==> config.mk <==
export PLATFORM = sky130hd
export DESIGN_NAME = lorenz_chaotic_lfo
export DESIGN_NICKNAME = d
export VERILOG_FILES = /design/src/hw/rtl/lcl_pkg.sv /design/src/hw/rtl/lcl_ctrl.sv /design/src/hw/rtl/lcl_datapath.sv /design/src/hw/rtl/lorenz_chaotic_lfo.sv
export SDC_FILE = /design/constraint.sdc
export NUM_CORES = 2
export LEC_CHECK = 0
export BUFFER_PORTS_ARGS = -buffer_cell sky130_fd_sc_hd__buf_2
export CORE_UTILIZATION = 45
export CTS_BUF_LIST = sky130_fd_sc_hd__clkbuf_8
export DETAILED_ROUTE_END_ITERATION = 10
export PLACE_DENSITY = 0.56
export SLEW_MARGIN = 15
export SYNTH_ARGS = -nofsm -noshare
export SYNTH_HDL_FRONTEND = slang
export SYNTH_SLANG_ARGS = --single-unit
==> constraint.sdc <==
create_clock -name clk -period 9.68 [get_ports clk]
set_input_delay 2.42 -clock clk [delete_from_list [all_inputs] [get_ports clk]]
set_output_delay 2.42 -clock clk [all_outputs]
set_load 0.02 [all_outputs]
==> src/hw/rtl/lcl_pkg.sv <==
// shared types, constants and helpers for the chaotic lfo
`timescale 1ns / 1ps
`default_nettype none
package lcl_pkg;

	localparam int FRAC_BITS_DEF   = 16;
	localparam int STATE_WIDTH_DEF = 32;

	localparam int RATE_W     = 16;
	localparam int STEP_W     = 16;
	localparam int INITY_W    = 24;
	localparam int CFG_DATA_W = 24;
	localparam int CFG_ADDR_W = 1;
	localparam int LEVEL_W    = 8;
	localparam int DT_BITS    = 16;

	localparam logic [STEP_W-1:0]  STEP_RESET  = 16'd655;
	localparam logic [INITY_W-1:0] INITY_RESET = 24'd655;
	localparam logic [LEVEL_W-1:0] LEVEL_MAX   = 8'd255;

	// scaling constants in millionths
	localparam longint X_OFF_MICRO = 64'd19412596;
	localparam longint X_RNG_MICRO = 64'd38904618;
	localparam longint Y_OFF_MICRO = 64'd26754900;
	localparam longint Y_RNG_MICRO = 64'd53663078;
	localparam longint Z_RNG_MICRO = 64'd47866940;

	typedef enum logic [CFG_ADDR_W-1:0] {
		CFG_STEP_SIZE = 1'b0,
		CFG_INITIAL_Y = 1'b1
	} cfg_reg_t;

	typedef enum logic [3:0] {
		OP_NONE,
		OP_MUL_XZ,
		OP_MUL_XY,
		OP_DIV3,
		OP_DT_X,
		OP_DT_Y,
		OP_DT_Z,
		OP_UPDATE,
		OP_LVL_X,
		OP_LVL_Y,
		OP_LVL_Z
	} op_t;

	typedef enum logic [3:0] {
		CS_IDLE,
		CS_MUL_XZ,
		CS_MUL_XY,
		CS_DIV3,
		CS_DT_X,
		CS_DT_Y,
		CS_DT_Z,
		CS_UPDATE,
		CS_LVL_X,
		CS_LVL_Y,
		CS_LVL_Z
	} ctrl_state_t;

	typedef struct packed {
		op_t  op;
		logic load;
		logic run;
		logic store;
		logic tick;
	} cmd_t;

	typedef struct packed {
		logic fire;
	} stat_t;

	// millionths to fixed point, rounded to nearest
	function automatic longint qmicro(input longint m, input int frac);
		return ((m <<< frac) + 64'sd500000) / 64'sd1000000;
	endfunction

endpackage
`default_nettype wire

==> src/hw/rtl/lcl_ctrl.sv <==
// sequencer for one euler step and the output word handshake
`timescale 1ns / 1ps
`default_nettype none
module lcl_ctrl #(
	parameter int FRAC_BITS   = lcl_pkg::FRAC_BITS_DEF,
	parameter int STATE_WIDTH = lcl_pkg::STATE_WIDTH_DEF
) (
	input  wire logic          clk,
	input  wire logic          arst_n,
	input  wire logic          in_valid,
	output logic               in_ready,
	output logic               out_valid,
	input  wire logic          out_ready,
	input  wire lcl_pkg::stat_t stat,
	output lcl_pkg::cmd_t      cmd
);
	import lcl_pkg::*;

	localparam int LVL_BITS = FRAC_BITS + 6;
	localparam int MAXLEN   = (STATE_WIDTH > LVL_BITS) ? STATE_WIDTH : LVL_BITS;
	localparam int CW       = $clog2(MAXLEN + 2);

	ctrl_state_t state_q, state_d;
	logic [CW-1:0] cnt_q;
	logic [CW-1:0] len;
	logic          last;
	logic          accept;
	logic          out_valid_q;

	always_comb begin
		case (state_q)
			CS_MUL_XZ, CS_MUL_XY, CS_DIV3: len = CW'(STATE_WIDTH);
			CS_DT_X, CS_DT_Y, CS_DT_Z: len = CW'(DT_BITS);
			CS_LVL_X, CS_LVL_Y, CS_LVL_Z: len = CW'(LVL_BITS);
			default:              len = '0;
		endcase
	end

	assign last   = (state_q != CS_IDLE) && (cnt_q == len + CW'(1));
	assign accept = in_valid && in_ready;

	// next state
	always_comb begin
		state_d = state_q;
		case (state_q)
			CS_IDLE:   if (accept && stat.fire) state_d = CS_MUL_XZ;
			CS_MUL_XZ: if (last) state_d = CS_MUL_XY;
			CS_MUL_XY: if (last) state_d = CS_DIV3;
			CS_DIV3:   if (last) state_d = CS_DT_X;
			CS_DT_X:   if (last) state_d = CS_DT_Y;
			CS_DT_Y:   if (last) state_d = CS_DT_Z;
			CS_DT_Z:   if (last) state_d = CS_UPDATE;
			CS_UPDATE: if (last) state_d = CS_LVL_X;
			CS_LVL_X:  if (last) state_d = CS_LVL_Y;
			CS_LVL_Y:  if (last) state_d = CS_LVL_Z;
			CS_LVL_Z:  if (last) state_d = CS_IDLE;
			default:   state_d = CS_IDLE;
		endcase
	end

	// outputs
	always_comb begin
		// a tick is taken only when the output word is free or leaving
		in_ready  = (state_q == CS_IDLE) && (!out_valid_q || out_ready);
		cmd.tick  = accept;
		cmd.load  = (state_q != CS_IDLE) && (cnt_q == '0);
		cmd.run   = (state_q != CS_IDLE) && (cnt_q != '0) && !last;
		cmd.store = last;
		case (state_q)
			CS_MUL_XZ: cmd.op = OP_MUL_XZ;
			CS_MUL_XY: cmd.op = OP_MUL_XY;
			CS_DIV3:   cmd.op = OP_DIV3;
			CS_DT_X:   cmd.op = OP_DT_X;
			CS_DT_Y:   cmd.op = OP_DT_Y;
			CS_DT_Z:   cmd.op = OP_DT_Z;
			CS_UPDATE: cmd.op = OP_UPDATE;
			CS_LVL_X:  cmd.op = OP_LVL_X;
			CS_LVL_Y:  cmd.op = OP_LVL_Y;
			CS_LVL_Z:  cmd.op = OP_LVL_Z;
			default:   cmd.op = OP_NONE;
		endcase
	end

	assign out_valid = out_valid_q;

	always_ff @(posedge clk or negedge arst_n) begin
		if (!arst_n) begin
			state_q     <= CS_IDLE;
			cnt_q       <= '0;
			out_valid_q <= 1'b0;
		end else begin
			state_q <= state_d;
			if (state_d != state_q || state_q == CS_IDLE) begin
				cnt_q <= '0;
			end else begin
				cnt_q <= cnt_q + CW'(1);
			end
			if ((accept && !stat.fire) || (state_q == CS_LVL_Z && last)) begin
				out_valid_q <= 1'b1;
			end else if (out_ready) begin
				out_valid_q <= 1'b0;
			end
		end
	end

endmodule
`default_nettype wire

==> src/hw/rtl/lcl_datapath.sv <==
// attractor state, tick counter, serial multipliers and held levels
`timescale 1ns / 1ps
`default_nettype none
module lcl_datapath #(
	parameter int FRAC_BITS   = lcl_pkg::FRAC_BITS_DEF,
	parameter int STATE_WIDTH = lcl_pkg::STATE_WIDTH_DEF
) (
	input  wire logic                            clk,
	input  wire logic                            arst_n,
	input  wire logic                            cfg_we,
	input  wire logic [lcl_pkg::CFG_ADDR_W-1:0]  cfg_addr,
	input  wire logic [lcl_pkg::CFG_DATA_W-1:0]  cfg_wdata,
	input  wire logic [lcl_pkg::RATE_W-1:0]      rate_setting,
	input  wire lcl_pkg::cmd_t                   cmd,
	output lcl_pkg::stat_t                       stat,
	output logic                                 stepped,
	output logic [lcl_pkg::LEVEL_W-1:0]          level_x,
	output logic [lcl_pkg::LEVEL_W-1:0]          level_y,
	output logic [lcl_pkg::LEVEL_W-1:0]          level_z
);
	import lcl_pkg::*;

	localparam int W   = STATE_WIDTH;
	localparam int F   = FRAC_BITS;
	localparam int SW  = W + 32;
	localparam int NW  = ((W > F + 6) ? W : F + 6) + 1;
	localparam int PW  = NW + 8;
	localparam int DVW = F + 6;
	localparam int MW  = DVW + 9;
	localparam int LK  = 2 * DVW;
	localparam int SHL = (F >= 16) ? F - 16 : 0;
	localparam int SHR = (F < 16) ? 16 - F : 0;

	localparam logic signed [SW-1:0] VMAX_E = SW'({1'b0, {(W-1){1'b1}}});
	localparam logic signed [SW-1:0] VMIN_E = -VMAX_E - SW'(1);
	localparam logic signed [SW-1:0] RND    = (SW'(1) <<< SHR) - SW'(1);
	localparam logic [SW-1:0]        ONE_E  = SW'(1);
	// ceil(2^(W+1) / 3): exact quotient by three for any W-bit magnitude
	localparam logic [W-1:0]         DIV3_M = W'(((ONE_E << (W + 1)) + SW'(2)) / SW'(3));

	localparam logic signed [NW-1:0] OFF_X = NW'(qmicro(X_OFF_MICRO, F));
	localparam logic signed [NW-1:0] OFF_Y = NW'(qmicro(Y_OFF_MICRO, F));
	localparam logic [DVW-1:0] RNG_X = DVW'(qmicro(X_RNG_MICRO, F));
	localparam logic [DVW-1:0] RNG_Y = DVW'(qmicro(Y_RNG_MICRO, F));
	localparam logic [DVW-1:0] RNG_Z = DVW'(qmicro(Z_RNG_MICRO, F));
	localparam logic [PW-1:0]  LIM_X = PW'(RNG_X) << LEVEL_W;
	localparam logic [PW-1:0]  LIM_Y = PW'(RNG_Y) << LEVEL_W;
	localparam logic [PW-1:0]  LIM_Z = PW'(RNG_Z) << LEVEL_W;

	// ceil(255 * 2^LK / range), exact for numerators below 2^DVW
	function automatic logic [MW-1:0] lvl_recip(input logic [DVW-1:0] r);
		logic [127:0] n;
		n = (128'd255 << LK) + 128'(r) - 128'd1;
		return MW'(n / 128'(r));
	endfunction

	localparam logic [MW-1:0] REC_X = lvl_recip(RNG_X);
	localparam logic [MW-1:0] REC_Y = lvl_recip(RNG_Y);
	localparam logic [MW-1:0] REC_Z = lvl_recip(RNG_Z);

	function automatic logic signed [W-1:0] sat_w(input logic signed [SW-1:0] v);
		logic signed [SW-1:0] c;
		c = v;
		if (v > VMAX_E) c = VMAX_E;
		if (v < VMIN_E) c = VMIN_E;
		return $signed(c[W-1:0]);
	endfunction

	function automatic logic [W-1:0] abs_w(input logic signed [W-1:0] v);
		return v[W-1] ? W'(-v) : W'(v);
	endfunction

	// q8.16 start value to the internal format, truncated toward zero
	function automatic logic signed [W-1:0] conv_y(input logic [INITY_W-1:0] iy);
		logic signed [SW-1:0] e;
		e = SW'($signed(iy)) <<< SHL;
		if (e < 0) e = e + RND;
		e = e >>> SHR;
		return sat_w(e);
	endfunction

	logic signed [W-1:0]   pos_x_q, pos_y_q, pos_z_q;
	logic [STEP_W-1:0]     step_q;
	logic [RATE_W-1:0]     tick_q;
	logic                  stepped_q;
	logic [LEVEL_W-1:0]    lx_q, ly_q, lz_q;

	logic signed [W-1:0]   mxz_q, mxy_q, dx_q, dy_q, dz_q;
	logic signed [W+2:0]   z83_q;

	// shift-add multiplier
	logic [W-1:0]          ma_q, mhi_q, mlo_q;
	logic                  mneg_q;
	// level multiplier by the reciprocal of the range
	logic [MW-1:0]         lm_q, lhi_q;
	logic [DVW-1:0]        llo_q;
	logic                  lzero_q, lfull_q;

	logic signed [SW-1:0]  dxy, x_e, y_e;
	logic signed [W-1:0]   t_x, t_y, t_z, t_sel;
	logic [W-1:0]          ld_a, ld_b;
	logic                  ld_neg;
	logic [W:0]            msum;
	logic [2*W-1:0]        mprod;
	logic [2*W-F-1:0]      mshr;
	logic [W-1:0]          mlim, mmag, dtmag;
	logic signed [W-1:0]   mulq_res, dt_res;
	logic [W-2:0]          q3;
	logic [W:0]            q3x3;
	logic [1:0]            r3;
	logic [2:0]            adj3;
	logic [W+2:0]          mag83;
	logic signed [W-1:0]   lv;
	logic signed [NW-1:0]  loff, num;
	logic [MW-1:0]         lrec;
	logic [PW-1:0]         llim, prod;
	logic [MW:0]           lsum;
	logic [LEVEL_W-1:0]    lres;

	assign stat.fire = tick_q > rate_setting;

	// terms of the derivatives
	always_comb begin
		x_e = SW'(pos_x_q);
		y_e = SW'(pos_y_q);
		dxy = y_e - x_e;
		t_x = sat_w((dxy <<< 3) + (dxy <<< 1));
		t_y = sat_w((x_e <<< 5) - (x_e <<< 2) - y_e - SW'(mxz_q));
		t_z = sat_w(SW'(mxy_q) - SW'(z83_q));
	end

	// multiplier operands per op
	always_comb begin
		t_sel  = t_x;
		ld_a   = abs_w(pos_x_q);
		ld_b   = abs_w(pos_z_q);
		ld_neg = pos_x_q[W-1] ^ pos_z_q[W-1];
		case (cmd.op)
			OP_MUL_XY: begin
				ld_b   = abs_w(pos_y_q);
				ld_neg = pos_x_q[W-1] ^ pos_y_q[W-1];
			end
			OP_DIV3: begin
				ld_a   = abs_w(pos_z_q);
				ld_b   = DIV3_M;
				ld_neg = pos_z_q[W-1];
			end
			OP_DT_X, OP_DT_Y, OP_DT_Z: begin
				if (cmd.op == OP_DT_Y) t_sel = t_y;
				else if (cmd.op == OP_DT_Z) t_sel = t_z;
				ld_a   = abs_w(t_sel);
				ld_b   = W'(step_q);
				ld_neg = t_sel[W-1];
			end
			default: begin
			end
		endcase
	end

	always_comb begin
		msum  = {1'b0, mhi_q} + (mlo_q[0] ? {1'b0, ma_q} : '0);
		mprod = {mhi_q, mlo_q};
		mshr  = mprod[2*W-1:F];
		mlim  = mneg_q ? {1'b1, {(W-1){1'b0}}} : {1'b0, {(W-1){1'b1}}};
		mmag  = (mshr > (2*W-F)'(mlim)) ? mlim : mshr[W-1:0];
		mulq_res = mneg_q ? $signed(-mmag) : $signed(mmag);
		// after the short run the high half is already the product over 2^16
		dtmag  = mhi_q;
		dt_res = mneg_q ? $signed(-dtmag) : $signed(dtmag);
	end

	// 8|z|/3 from |z|/3 and the remainder: 8q + floor(8r/3)
	always_comb begin
		q3   = mhi_q[W-1:1];
		q3x3 = {1'b0, q3, 1'b0} + {2'b00, q3};
		r3   = 2'(ma_q - q3x3[W-1:0]);
		case (r3)
			2'd1:    adj3 = 3'd2;
			2'd2:    adj3 = 3'd5;
			default: adj3 = 3'd0;
		endcase
		mag83 = {1'b0, q3, 3'b000} + (W+3)'(adj3);
	end

	// level scaling setup and multiplier step
	always_comb begin
		case (cmd.op)
			OP_LVL_Y: begin
				lv = pos_y_q; loff = OFF_Y; lrec = REC_Y; llim = LIM_Y;
			end
			OP_LVL_Z: begin
				lv = pos_z_q; loff = '0; lrec = REC_Z; llim = LIM_Z;
			end
			default: begin
				lv = pos_x_q; loff = OFF_X; lrec = REC_X; llim = LIM_X;
			end
		endcase
		num  = NW'(lv) + loff;
		prod = (PW'(num) << LEVEL_W) - PW'(num);
		lsum = {1'b0, lhi_q} + (llo_q[0] ? {1'b0, lm_q} : '0);
		lres = lzero_q ? '0 : (lfull_q ? LEVEL_MAX : lhi_q[DVW+LEVEL_W-1:DVW]);
	end

	// configuration, attractor state and results
	always_ff @(posedge clk or negedge arst_n) begin
		if (!arst_n) begin
			step_q    <= STEP_RESET;
			pos_x_q   <= '0;
			pos_y_q   <= conv_y(INITY_RESET);
			pos_z_q   <= '0;
			tick_q    <= '0;
			stepped_q <= 1'b0;
			lx_q      <= '0;
			ly_q      <= '0;
			lz_q      <= '0;
		end else begin
			if (cfg_we) begin
				case (cfg_reg_t'(cfg_addr))
					CFG_STEP_SIZE: step_q <= cfg_wdata[STEP_W-1:0];
					CFG_INITIAL_Y: begin
						pos_x_q <= '0;
						pos_y_q <= conv_y(cfg_wdata[INITY_W-1:0]);
						pos_z_q <= '0;
					end
					default: begin
					end
				endcase
			end
			if (cmd.tick) begin
				stepped_q <= stat.fire;
				tick_q    <= stat.fire ? '0 : tick_q + RATE_W'(1);
			end
			if (cmd.store) begin
				case (cmd.op)
					OP_UPDATE: begin
						pos_x_q <= sat_w(x_e + SW'(dx_q));
						pos_y_q <= sat_w(y_e + SW'(dy_q));
						pos_z_q <= sat_w(SW'(pos_z_q) + SW'(dz_q));
					end
					OP_LVL_X: lx_q <= lres;
					OP_LVL_Y: ly_q <= lres;
					OP_LVL_Z: lz_q <= lres;
					default: begin
					end
				endcase
			end
		end
	end

	// arithmetic units and step temporaries
	always_ff @(posedge clk) begin
		if (cmd.load) begin
			ma_q    <= ld_a;
			mhi_q   <= '0;
			mlo_q   <= ld_b;
			mneg_q  <= ld_neg;
			lzero_q <= num[NW-1] || (num == '0);
			lfull_q <= prod >= llim;
			lm_q    <= lrec;
			lhi_q   <= '0;
			llo_q   <= num[DVW-1:0];
		end else if (cmd.run) begin
			mhi_q  <= msum[W:1];
			mlo_q  <= {msum[0], mlo_q[W-1:1]};
			lhi_q  <= lsum[MW:1];
			llo_q  <= {lsum[0], llo_q[DVW-1:1]};
		end
		if (cmd.store) begin
			case (cmd.op)
				OP_MUL_XZ: mxz_q <= mulq_res;
				OP_MUL_XY: mxy_q <= mulq_res;
				OP_DIV3:   z83_q <= mneg_q ? $signed(-mag83) : $signed(mag83);
				OP_DT_X:   dx_q  <= dt_res;
				OP_DT_Y:   dy_q  <= dt_res;
				OP_DT_Z:   dz_q  <= dt_res;
				default: begin
				end
			endcase
		end
	end

	assign stepped = stepped_q;
	assign level_x = lx_q;
	assign level_y = ly_q;
	assign level_z = lz_q;

endmodule
`default_nettype wire

==> src/hw/rtl/lorenz_chaotic_lfo.sv <==
// top level of the lorenz chaotic lfo
`timescale 1ns / 1ps
`default_nettype none
// Each accepted word is one tick carrying rate_setting; every tick returns one word with the
// held x, y and z levels (0..255) and a stepped flag. A tick that does not fire a step gives
// its word in the cycle after acceptance. A firing tick runs one Euler step of the Lorenz system
// through a shared shift-add multiplier (the divide by three is a reciprocal multiply) and a
// second shift-add multiplier for the level scaling, one bit per cycle; its word is offered once
// the z level, the last of the three, is stored. Ticks are taken one at a time while the output
// word is free or being taken. Config writes (step_size at index 0, initial_y at index 1) are
// applied at once; initial_y restarts the attractor.
module lorenz_chaotic_lfo #(
	parameter int FRAC_BITS   = lcl_pkg::FRAC_BITS_DEF,
	parameter int STATE_WIDTH = lcl_pkg::STATE_WIDTH_DEF
) (
	input  wire logic                            clk,
	input  wire logic                            arst_n,
	input  wire logic                            cfg_we,
	input  wire logic [lcl_pkg::CFG_ADDR_W-1:0]  cfg_addr,
	input  wire logic [lcl_pkg::CFG_DATA_W-1:0]  cfg_wdata,
	input  wire logic                            in_valid,
	output logic                                 in_ready,
	input  wire logic [lcl_pkg::RATE_W-1:0]      rate_setting,
	output logic                                 out_valid,
	input  wire logic                            out_ready,
	output logic                                 stepped,
	output logic [lcl_pkg::LEVEL_W-1:0]          level_x,
	output logic [lcl_pkg::LEVEL_W-1:0]          level_y,
	output logic [lcl_pkg::LEVEL_W-1:0]          level_z
);
	import lcl_pkg::*;

	cmd_t  cmd;
	stat_t stat;

	lcl_ctrl #(
		.FRAC_BITS   (FRAC_BITS),
		.STATE_WIDTH (STATE_WIDTH)
	) u_ctrl (
		.clk       (clk),
		.arst_n    (arst_n),
		.in_valid  (in_valid),
		.in_ready  (in_ready),
		.out_valid (out_valid),
		.out_ready (out_ready),
		.stat      (stat),
		.cmd       (cmd)
	);

	lcl_datapath #(
		.FRAC_BITS   (FRAC_BITS),
		.STATE_WIDTH (STATE_WIDTH)
	) u_datapath (
		.clk          (clk),
		.arst_n       (arst_n),
		.cfg_we       (cfg_we),
		.cfg_addr     (cfg_addr),
		.cfg_wdata    (cfg_wdata),
		.rate_setting (rate_setting),
		.cmd          (cmd),
		.stat         (stat),
		.stepped      (stepped),
		.level_x      (level_x),
		.level_y      (level_y),
		.level_z      (level_z)
	);

endmodule
`default_nettype wire
Yosys cells after proc, flatten, opt, wreduce, memory -nomap -nowiden:

Memory sizes are Yosys's and may differ from the RTL's.
Index checks and enable logic that the tools add are counted.
Widths: inputs -> output; s select.

* add/sub/neg operators: 26
* magnitude comparators: 17
* equal/unequal tests: 24
* muxes and demuxes: 72
* bitwise gates (word level): 3
* reduce and logical (&&, ||, !) cells: 34

Operators by type and width (number)
* $mux 32: 40
* $gt 64x32->1 const B: 3
* $lt 64x32->1 const B: 3
* $neg 32->32: 6
* $add 32x32->33: 4
* $mux 64: 2
* $pmux 32 s2: 2
* $gt 33x32->1 const B: 3
* $lt 33x32->1 const B: 3
* $pmux 32 s3: 1
* $sub 64x32->64: 1
* $pmux 30 s2: 1
* $pmux 29 s2: 1
* $gt 48x32->1: 1
* $mux 22: 2
* $mux 4: 11
* $pmux 4 s11: 1
* $pmux 21 s2: 1
* $ge 41x30->1: 1
* $sub 41x33->41: 1
* $sub 38x32->39: 1
* $sub 37x34->38: 1
* $add 36x34->37: 1
* $gt 36x32->1 const B: 1
* 41 further kinds: 84

* register bits: 542
* bits in read-only memories: 128
* input port bits: 46
* output and inout port bits: 27
* logic and storage cells: 205
* memories: 2

Memories
* (no name shown): words 16, width 4, rd ports 1, clocked after memory_dff 0, write ports 0, RTL line lcl_ctrl.sv:69 `case (state_q)`
* (no name shown): words 16, width 4, rd ports 1, clocked after memory_dff 0, write ports 0, RTL line lcl_ctrl.sv:31 `case (state_q)`

Logic depth before layout (Yosys ltp):

* depth in word-level cells: 11
* depth in mapped cells: 45
* gate-level depth less buffers: 39

Hierarchy:

Synthesis repeated with hierarchy kept, for this count alone.

* cell total of the unflattened synthesis: 5331
* area total of the unflattened synthesis: 45962.8 µm²

By module, submodules not included
* lcl_datapath: instances 1, cells each 5245, area each 45182.1 µm², seq. area each 13813.2 µm²
* lcl_ctrl: instances 1, cells each 86, area each 780.7 µm², seq. area each 275.3 µm²

Worst setup path before layout:

Ideal clock, no wire load.

* path kind: register to register
* start: register u_datapath.pos_y_q[7]
* end: register u_datapath.ma_q[31], data pin
* library setup time: 163 ps
* arrival: 8238 ps
* data required time: 9517 ps
* slack: 1279 ps
* cell stages (with the launch flop): 35
* path buffers: 2
* period minus slack after synthesis: 8401 ps
* cell sequence: dfstp_2 > clkbuf_1 > inv_1 > fa_1 > ha_1 > a21o_1 > nor4_1 > nand3_1 > nand2_1 > o31ai_1 > a31o_2 > a22oi_1 > a2111o_1 > a31oi_1 > a31o_2 > a21o_1 > a21oi_1 > o21bai_1 > a21oi_1 > xnor2_1 > ha_1 > and3_1 > clkbuf_1 > a21o_1 > a31o_2 > or4_4 > a2111oi_4 > nand4_2 > a21oi_2 > nand4_2 > nor4_4 > nand4_4 > or3_1 > or3_1 > o221ai_1

* cells in the longest elaborated chain, start to end: 11
* elaborated cells on any way between the ends: 18
* classes of those cells: add/sub: 5; order compare: 4; mux: 9

RTL lines
* start, declared: RTL line lcl_datapath.sv:82 `logic signed [W-1:0] pos_x_q, pos_y_q, pos_z_q;`
* start signal, assigned: RTL line lcl_datapath.sv:209 `pos_y_q <= conv_y(INITY_RESET);`
* start signal, assigned: RTL line lcl_datapath.sv:222 `pos_y_q <= conv_y(cfg_wdata[INITY_W-1:0]);`
* start signal, assigned: RTL line lcl_datapath.sv:237 `pos_y_q <= sat_w(y_e + SW'(dy_q));`
* branches (longest 6 deep; another with $sub 64x32->64)
* $mux 32 *: RTL line lcl_datapath.sv:149 `if (cmd.op == OP_DT_Y) t_sel = t_y;`
* $mux 32 *: RTL line lcl_datapath.sv:138 `case (cmd.op)`
* $neg 32->32: RTL line lcl_datapath.sv:70 `return v[W-1] ? W'(-v) : W'(v);`
* $mux 32 *: RTL line lcl_datapath.sv:70
* $pmux 32 s2 *: RTL line lcl_datapath.sv:138
* net u_datapath.ld_a[31]: RTL line lcl_datapath.sv:101 `logic [W-1:0] ld_a, ld_b;`
* end signal, assigned: RTL line lcl_datapath.sv:253 `ma_q <= ld_a;`
* end, declared: RTL line lcl_datapath.sv:92 `logic [W-1:0] ma_q, mhi_q, mlo_q;`

Mark *: on every way through the listed nets, which the timed path passes. The select of a mux whose other input is x is not followed.
A chain may end at the register's enable or synchronous reset.

Worst setup path in the final report:

* start: register u_datapath.pos_x_q[1]
* end: register u_datapath.ma_q[31], data pin

* cells in the longest elaborated chain, start to end: 11
* elaborated cells on any way between the ends: 21
* classes of those cells: add/sub: 7; order compare: 4; mux: 10

RTL lines
* start, declared: RTL line lcl_datapath.sv:82
* start signal, assigned: RTL line lcl_datapath.sv:236 `pos_x_q <= sat_w(x_e + SW'(dx_q));`
* $sub 37x34->38 or $sub 32x32->33 (tied branches): RTL line lcl_datapath.sv:128, lcl_datapath.sv:126
* $sub 38x32->39 or $add 36x34->37 (tied branches): RTL line lcl_datapath.sv:128, lcl_datapath.sv:127
* $sub 64x32->64 or $gt 64x32->1 (tied branches): RTL line lcl_datapath.sv:128, lcl_datapath.sv:64
* $gt 64x32->1 or $mux 32 (tied branches): RTL line lcl_datapath.sv:64 `if (v > VMAX_E) c = VMAX_E;`
* $mux 32, on equally long branches: RTL line lcl_datapath.sv:64, lcl_datapath.sv:65
* $mux 32, on equally long branches: RTL line lcl_datapath.sv:65, lcl_datapath.sv:150
* $mux 32: RTL line lcl_datapath.sv:149
* $mux 32: RTL line lcl_datapath.sv:138
* $neg 32->32: RTL line lcl_datapath.sv:70
* $mux 32: RTL line lcl_datapath.sv:70
* $pmux 32 s2 *: RTL line lcl_datapath.sv:138
* net u_datapath.ld_a[31]: RTL line lcl_datapath.sv:101

Mark *: on every way through the listed nets, which the timed path passes. The rest lies on a longest branch. The select of a mux whose other input is x is not followed.

==> summary.md <==
| Metric | Value |
|---|---|
| CP max stage cell | `fa_1` |
| Die W | `327 microns` |
| First-pass GRT wire length | `284000 microns` |
| Final setup fails | `0` |
| Psw | `4.37 mW` |
| Worst vdd ir | `0.158 mV` |
| Cells after Synth | `5660` |
| Crit path max fanout | `8` |
| Post-synthesis cell type count | `107` |
| Drt wl/cell | `27.3 microns` |
| Via density | `6.24` |
| Tot GR Track Use | `0.360` |
| P per Cell Area | `185 nW/um^2` |
| Gr ovfl total | `0` |
| Number of remaining DRC errors | `0` |
| Max Slew Vio Count | `0` |
| Metal3 WL | `16900 microns` |
| Post-DP HPWL | `157000 microns` |
| Commonest cells in the netlist | `562 x nand2_1, 474 x nor2_1, 456 x ha_1` |
| Clock Sink Count | `517` |
| Unrepaired setup endpoints after global routing | `false` |
| Vias in the first global route | `41993` |
| Worst slew margin | `0.178` |
| #FFs+latches synth | `517` |
| Final Critical Period | `9370 ps` |
| Syn Area/Cell | `8.42 sq um` |
| Maxcap violations | `0` |
| Final count of hold timing violations | `0` |
| Core area | `104000 sq um` |
| H-Tree Depth | `3` |
| CP peak stage delay | `530 ps` |
| Final non-filler cell total | `7235` |
| Port buffer count | `72` |
| Setup crit end kind | `flip-flop` |
| HP Class | `reg2reg` |
| Area delta synth->final | `9.74%` |
| Final Skew | `86.7 ps` |
| Synthesized area | `47600 sq um` |
| Cell taking the most area after synthesis | `edfxtp_1` |
| Clock power share | `0.235` |
| Top_reg_cell synth | `edfxtp_1` |
| I/O Pins | `73` |
| DRT iter0 DRCs | `5173` |
| Number of synthesized flops with an enable pin | `290` |
| Fin nets | `6297` |
| CP Launch Point | `u_datapath.pos_x_q[1]` |
| Hold-fix buffers, CTS | `0` |
| Internal power | `5.30 mW` |
| Post-synth top area share | `0.183` |
| Clk root buf | `clkbuf_8` |
| FFs w/ async S/R, synth | `0.317` |
| Top-count cell post-synth | `nand2_1` |
| Register area share after synthesis | `0.296` |
| Post-Syn Nets | `6201` |
| WL met2 | `82800 microns` |
| Largest net degree at the start of global routing | `75` |
| Initial core utilization | `0.457` |
| Layout cells sized above 1 | `0.0943` |
| Site Rows | `118` |
| CP Class | `reg2reg` |
| DR vias | `45148` |
| Worst Min Path Start | `u_datapath.lhi_q[16]` |
| Cts bufs inserted | `99` |
| Antenna violations before repair | `17` |
| ANT nets after route | `0` |
| R2R Path Start | `u_datapath.pos_x_q[1]` |
| Inst Count DP | `7031` |
| Die height | `327 microns` |
| FILL cells | `10234` |
| Clock Path Buffers | `3` |
| Post-Route Setup TNS | `0 ps` |
| Final GP Congestion | `1.02` |
| Worst EP required | `10270 ps` |
| Crit path top cell by count | `a21o_1` |
| Fin crit share | `0.968` |
| Synth area leaders | `edfxtp_1 18%, ha_1 12%, dfrtp_1 8.0%, xnor2_1 5.9%, a21oi_1 4.7%` |
| Lkg Pwr | `22.8 nW` |
| Run status | `finished clean` |
| Clk_lat worst skew | `830 ps` |
| Die area | `107000 sq um` |
| Data arrival, critical path | `9960 ps` |
| Sequential share of power | `0.262` |
| Logic pwr share | `0.503` |
| CTS tree | `built` |
| Yosys warning total | `0` |
| Switching part of the total power | `0.452` |
| First-pass detailed-route iteration total | `7` |
| WL met1 | `84700 microns` |
| Max Fclk | `107 MHz` |
| Critical path startpoint category | `flip-flop` |
| Actual slew at the worst max-slew pin | `1220 ps` |
| Clock transition at the registers of the reported paths | `70 ps` |
| Post-Route WL | `197000 microns` |
| DR top layer | `met5` |
kinds of logic after synthesis:
logic type / count (synthesis) / share of synthesized area
mux: 75 / 0.0168
flops: 517 / 0.296
fa+ha+maj: 496 / 0.136
buf+inv: 558 / 0.0441
simple gates: 1742 / 0.174
compound gates: 1758 / 0.238
xor+xnor: 514 / 0.0945
power groups by stage:
stage / registers, mW / logic, mW / clock network [mW]
3_5_place_dp: 2.57 / 4.66 / 0
5_1_grt: 2.54 / 5.14 / 2.40
6_report: 2.53 / 4.86 / 2.27
3_3_place_gp: 2.57 / 4.71 / 0
2_1_floorplan: 2.53 / 3.11 / 0
4_1_cts: 2.53 / 4.70 / 2.31
critical path: cells and delay by family (launching register included):
kind            cells  cell delay [ps]
compound gates     19             4180
buf+inv             3              450
xor+xnor            1              190
simple gates        8             2690
flops               1              460
fa+ha+maj           3             1200
state kept, by name, summed over array words and instances (netlist names), 22 cells and up:
signal / cells
u_datapath.dtmag: 32
u_datapath.dx_q: 32
u_datapath.dy_q: 32
u_datapath.dz_q: 32
u_datapath.lhi_q: 31
u_datapath.llo_q: 22
u_datapath.ma_q: 32
u_datapath.mlo_q: 32
u_datapath.mxy_q: 32
u_datapath.mxz_q: 32
u_datapath.pos_x_q: 32
u_datapath.pos_y_q: 32
u_datapath.pos_z_q: 32
u_datapath.z83_q: 35
layout make-up:
cell class	instances	area, sq um	area share
multi-input cells	4585	31600	0.605
clock inverters	71	440	0.00842
repair buffers	222	1510	0.0288
diodes	14	35.0	0.000670
clock buffers	115	1580	0.0303
inverters	331	1250	0.0239
well taps	1380	1730	0.0330
flip-flops and latches	517	14100	0.270
routing by layer:
metal,vias to the layer above,track usage
met5,-,0
met4,4,0.206
met3,442,0.0533
met2,2151,0.532
met1,21659,0.499
li1,20892,-
cell usage in the layout (no fill, tap or decap), drive strengths merged, types with 41 or more instances in the layout:
cell	count
a211oi	41
a21o	184
a21oi	451
a31oi	58
and2	73
and3	53
buf	221
clkbuf	116
dfrtp	152
dfxtp	63
edfxtp	290
ha	456
inv	375
mux2	41
nand2	562
nand2b	65
nand3	108
nand4	63
nor2	478
nor2b	46
nor3	103
o21a	48
o21ai	458
o21bai	48
o221ai	50
o22ai	66
o31ai	62
xnor2	319
xor2	195
worst paths after layout:
kind	to	slack, ps	cells after the start
setup / recovery	u_datapath.ma_q[31]	310	34
hold / removal	u_datapath.lhi_q[16]	460	2
setup reg to reg	u_datapath.ma_q[31]	310	34
hold reg to reg	u_datapath.lhi_q[16]	460	2
max in group asynchronous	u_datapath.pos_x_q[18]	6660	2
min in group asynchronous	u_ctrl.out_valid	1640	1
stage by stage:
stage / hold WS, ps / instance area, sq um / worst slack (ps) / util / total power, mW
final: 459 / 52300 / 312 / 0.502 / 9.66
after global routing: 484 / 52200 / 39.7 / 0.501 / 10.1
after CTS: 463 / 52100 / 139 / 0.500 / 9.53
after detailed placement: 453 / 50100 / 218 / 0.481 / 7.23
after global placement: 443 / 50100 / 338 / 0.481 / 7.28
after floorplan: 429 / 47600 / 1280 / - / 5.64
repair_timing:
action                                  in CTS  in global routing
setup buffers                                0                  4
resized for setup                            0                 17
endpoints found under the setup margin       0                 25
endpoints found under the hold margin        0                  0
(Power assumes the default switching activity.)
